**src/hdl/pfd_ram.sv**
```systemverilog
module pfd_ram #(
  parameter int unsigned WIDTH = 64,
  parameter int unsigned DEPTH = 64
) (
  input  logic                                    clk_i,
  input  logic                                    wr_en_i,
  input  logic [(DEPTH > 1 ? $clog2(DEPTH) : 1)-1:0] wr_addr_i,
  input  logic [WIDTH-1:0]                        wr_data_i,
  input  logic                                    rd_en_i,
  input  logic [(DEPTH > 1 ? $clog2(DEPTH) : 1)-1:0] rd_addr_i,
  output logic [WIDTH-1:0]                        rd_data_o
);
  logic [WIDTH-1:0] mem_q [DEPTH];
  logic [WIDTH-1:0] rd_data_q;

  // single write port, registered read port
  always_ff @(posedge clk_i) begin
    if (wr_en_i) begin
      mem_q[wr_addr_i] <= wr_data_i;
    end
    if (rd_en_i) begin
      rd_data_q <= mem_q[rd_addr_i];
    end
  end

  assign rd_data_o = rd_data_q;
endmodule

```
**config.mk**
```make
export PLATFORM = sky130hd
export DESIGN_NAME = pfd_ram
export DESIGN_NICKNAME = d
export VERILOG_FILES = /design/src/hdl/pfd_ram.sv
export SDC_FILE = /design/constraint.sdc
export NUM_CORES = 2
export LEC_CHECK = 0
export ABC_AREA = 1
export BUFFER_PORTS_ARGS = -buffer_cell sky130_fd_sc_hd__buf_4
export CAP_MARGIN = 10
export CORE_ASPECT_RATIO = 0.7
export CORE_MARGIN = 1.5
export CORE_UTILIZATION = 38
export CTS_CLUSTER_SIZE = 40
export DETAILED_ROUTE_END_ITERATION = 8
export MAX_ROUTING_LAYER = met4
export PLACE_DENSITY_LB_ADDON = 0.08
export SYNTH_ARGS = -nofsm -noshare
export SYNTH_HDL_FRONTEND = slang
export SYNTH_SLANG_ARGS = --single-unit
```
**constraint.sdc**
```tcl
create_clock -name clk_i -period 11.35 [get_ports clk_i]
set_input_delay 2.27 -clock clk_i [delete_from_list [all_inputs] [get_ports clk_i]]
set_output_delay 2.27 -clock clk_i [all_outputs]
set_load 0.01 [all_outputs]
```
==> summary.log <==
INFO  power          powerDensity=177mW/mm2
INFO  layout         final_cell_mix=sky130_fd_sc_hd__nand2_1, sky130_fd_sc_hd__edfxtp_1, sky130_fd_sc_hd__nand3_1
INFO  cts            cts-resized-gates=0
INFO  critical_path  crit_arrival=6590ps
INFO  timing         clock_skew=35.4ps
INFO  timing         setup-tns-final=0ps
INFO  placement      place.detailed.hpwl=287mm
INFO  layout         fraction_of_layout_instances_using_a_drive_strength_above_1=7.61%
INFO  routing        route.antenna.remaining_nets=0
INFO  synth          yosys_register_bits=4,160
INFO  critical_path  critical_path.endpoint_type=flip-flop
INFO  cts            cts_tree=built
INFO  routing        post-route-drc-count=0
INFO  synth          synth_sequential_area_ratio=75.3%
INFO  global_routing grt_pass1_vias=103,309
INFO  critical_path  worst_setup_path_start_kind=input port
INFO  routing        routed-via-count=110,114
INFO  timing         post_route_minimum_period=5730ps
INFO  global_routing globalRouteTotalUtil=27.7%
INFO  synth          unique_masters_post_synth=15
INFO  power          total_power=32.8mW
INFO  layout         most_common_cell_after_layout_fill_and_taps_aside=sky130_fd_sc_hd__nand2_1
INFO  timing         timing_worst_slew_pin_value=1360ps
INFO  timing         hold_violations=0
INFO  cts            cts_htree_levels=5
INFO  critical_path  path_cells=buf_16, buf_4, buf_4, buf_4, nand2_1, nand3_1, nand3_1, nand3_1, nand3_1, nand2_1, nand2_1, nand2_1
INFO  floorplanning  core=0.434mm2
INFO  placement      dpl-instance-area=0.173mm2
INFO  critical_path  critical_setup_path_class=input port to flip-flop
INFO  routing        post_drt_via_cell_ratio=5.64
INFO  cts            clk_path_buf_depth=4
INFO  synth          synth.yosys.warnings=0
INFO  synth          mappedNetlistNets=13,484
INFO  power          static-leakage-power=64.2nW
INFO  global_routing grt_antenna_before_repair=41
INFO  layout         utilization=42.9%
INFO  routing        wl=606mm
INFO  routing        detail_route.wl_per_cell=31.1um
INFO  cts            clkSlewWorstSetupHoldPaths=70ps
INFO  routing        first_drt_pass_iteration_count=6
INFO  floorplanning  die_area=0.441mm2
INFO  critical_path  timing.critical_path.slowest_stage_cell=sky130_fd_sc_hd__buf_4
INFO  min_path       min-delay-path-class=flip-flop to flip-flop
INFO  critical_path  path_buf_inv=4
INFO  cts            cts_made_buffers=416
INFO  timing         grt_setup_unrepaired=no
INFO  global_routing pin_count_of_the_biggest_net_entering_global_routing=189
INFO  cts            post_cts.repair.setup_buffers=0
INFO  routing        drtIter0Drc=13,049
INFO  floorplanning  die-height=556um
INFO  layout         final_cells=19,510
INFO  timing         timing.final.crit_share=50.5%
INFO  critical_path  crit_fanout=81
INFO  synth          synthesis.instances=13,405
INFO  flow_run       cap_violations=0
INFO  floorplanning  die_width=793um
INFO  layout         nets=13,400
INFO  critical_path  wp_data_required=12,210ps
INFO  synth          mappedNetlistArea=0.166mm2
INFO  timing         worst_slew_margin_relative_to_its_limit=9.24%
INFO  cts            cts_hold_repair.buffers=0
INFO  floorplanning  io_pins=143
INFO  timing         max_freq=175MHz
INFO  placement      routabilityCongestion=0.781
INFO  floorplanning  initial_core_util=38.3%
INFO  layout         synthToLayoutAreaGrowth=12.0%
INFO  layout         finish.instance_area=0.186mm2
INFO  cts            cts_sinks=4,160
INFO  synth          syn_area_per_cell=12.4um2
INFO  timing         finalMaxSlewViolations=0
INFO  cts            cts_root_buf=sky130_fd_sc_hd__clkbuf_16
INFO  global_routing overflow=0
INFO  power          worst_ir_drop_on_vdd=127uV
INFO  cts            clk-insertion-delay-late=1020ps
INFO  critical_path  timing.critical_path.max_delay_family=buffers and inverters
INFO  critical_path  timing.critical_path.slowest_cell_delay=920ps
INFO  global_routing wire_length_of_the_first_global_routing_pass=840mm
INFO  floorplanning  rows=202
INFO  timing         setup_viol_count_final=0
INFO  layout         nFillCells=39,925
INFO  placement      place_inst=18,717
INFO  outcome        run_status=finished, final reports clean
INFO  placement      port_buffers=142
[registers in the layout (all words and copies together) (netlist names)]
register   cells
mem_q       4096
rd_data_o     64
[kinds of logic (layout without fill, tap and decap cells)]
logic type	after synthesis	count (layout)	synth area share (%)
buf+inv	909	1177	2.94
other cells	0	23	0
flops	4160	4160	75.3
simple gates	8336	8336	21.8
[worst paths after layout]
kind	start	to	slack [ps]	cells after the start
worst max-delay path	rd_addr_i[0]	rd_data_o[58]$_DFFE_PP_	5620	12
worst min-delay path	mem_q[40][35]$_DFFE_PP_	rd_data_o[35]$_DFFE_PP_	860	8
worst max register to register	mem_q[8][53]$_DFFE_PP_	rd_data_o[53]$_DFFE_PP_	9500	8
worst min register to register	mem_q[40][35]$_DFFE_PP_	rd_data_o[35]$_DFFE_PP_	860	8
[metrics by stage]
stage / worst slack, ps / hold slack, ps
finish: 5620 / 860
global route: 5540 / 929
CTS: 5800 / 851
detailed placement: 4720 / 865
global placement: 4750 / 854
floorplan: 1800 / 797
[power breakdown]
part	switching (mW)	leakage (nW)	total [mW]	internal, mW
clock network	6.09	6.53	13.8	7.73
logic	1.49	20.2	1.93	0.443
registers	0.0522	37.5	17.1	17.0
total	7.63	64.2	32.8	25.2
[tightest hold or removal path: cells and delay by family, from the launching register on]
kind          cells  cell delay, ps
flops             1             320
simple gates      8             440
[metal layers]
metal | GRT usage [%] | wire, um | up-vias
met5 | - | 0 | -
met4 | 7.31 | 17600 | 0
met3 | 3.51 | 40900 | 865
met2 | 42.3 | 276000 | 4340
met1 | 39.4 | 271000 | 57078
li1 | - | - | 47831
[cell type report]
cell class / count / area, um2 / share of cell area, %
diodes: 23 / 57.6 / 0.0310
flip-flops and latches: 4160 / 125000 / 67.2
repair buffers: 395 / 3590 / 1.93
well taps: 5814 / 7270 / 3.91
clock buffers: 515 / 10900 / 5.86
inverters: 12 / 105 / 0.0565
multi-input cells: 8336 / 36600 / 19.7
clock inverters: 255 / 2450 / 1.32
[synthesized netlist by cell type]
library cell               instances  area, um2
sky130_fd_sc_hd__buf_2           501       2510
sky130_fd_sc_hd__nand2_1        4416      16600
sky130_fd_sc_hd__clkbuf_1        147        552
sky130_fd_sc_hd__buf_8             3       45.0
sky130_fd_sc_hd__nor2_1           56        210
sky130_fd_sc_hd__edfxtp_1       4160     125000
sky130_fd_sc_hd__nand4_1           9       56.3
sky130_fd_sc_hd__inv_4             2       12.5
sky130_fd_sc_hd__buf_4           134       1010
sky130_fd_sc_hd__nor4_1            8       50.1
sky130_fd_sc_hd__nand3_1        3847      19300
sky130_fd_sc_hd__buf_1            72        270
sky130_fd_sc_hd__inv_2             2       7.51
sky130_fd_sc_hd__inv_1             8       30.0
sky130_fd_sc_hd__buf_6            40        450
Note: power is estimated with default switching activity, not from simulation.
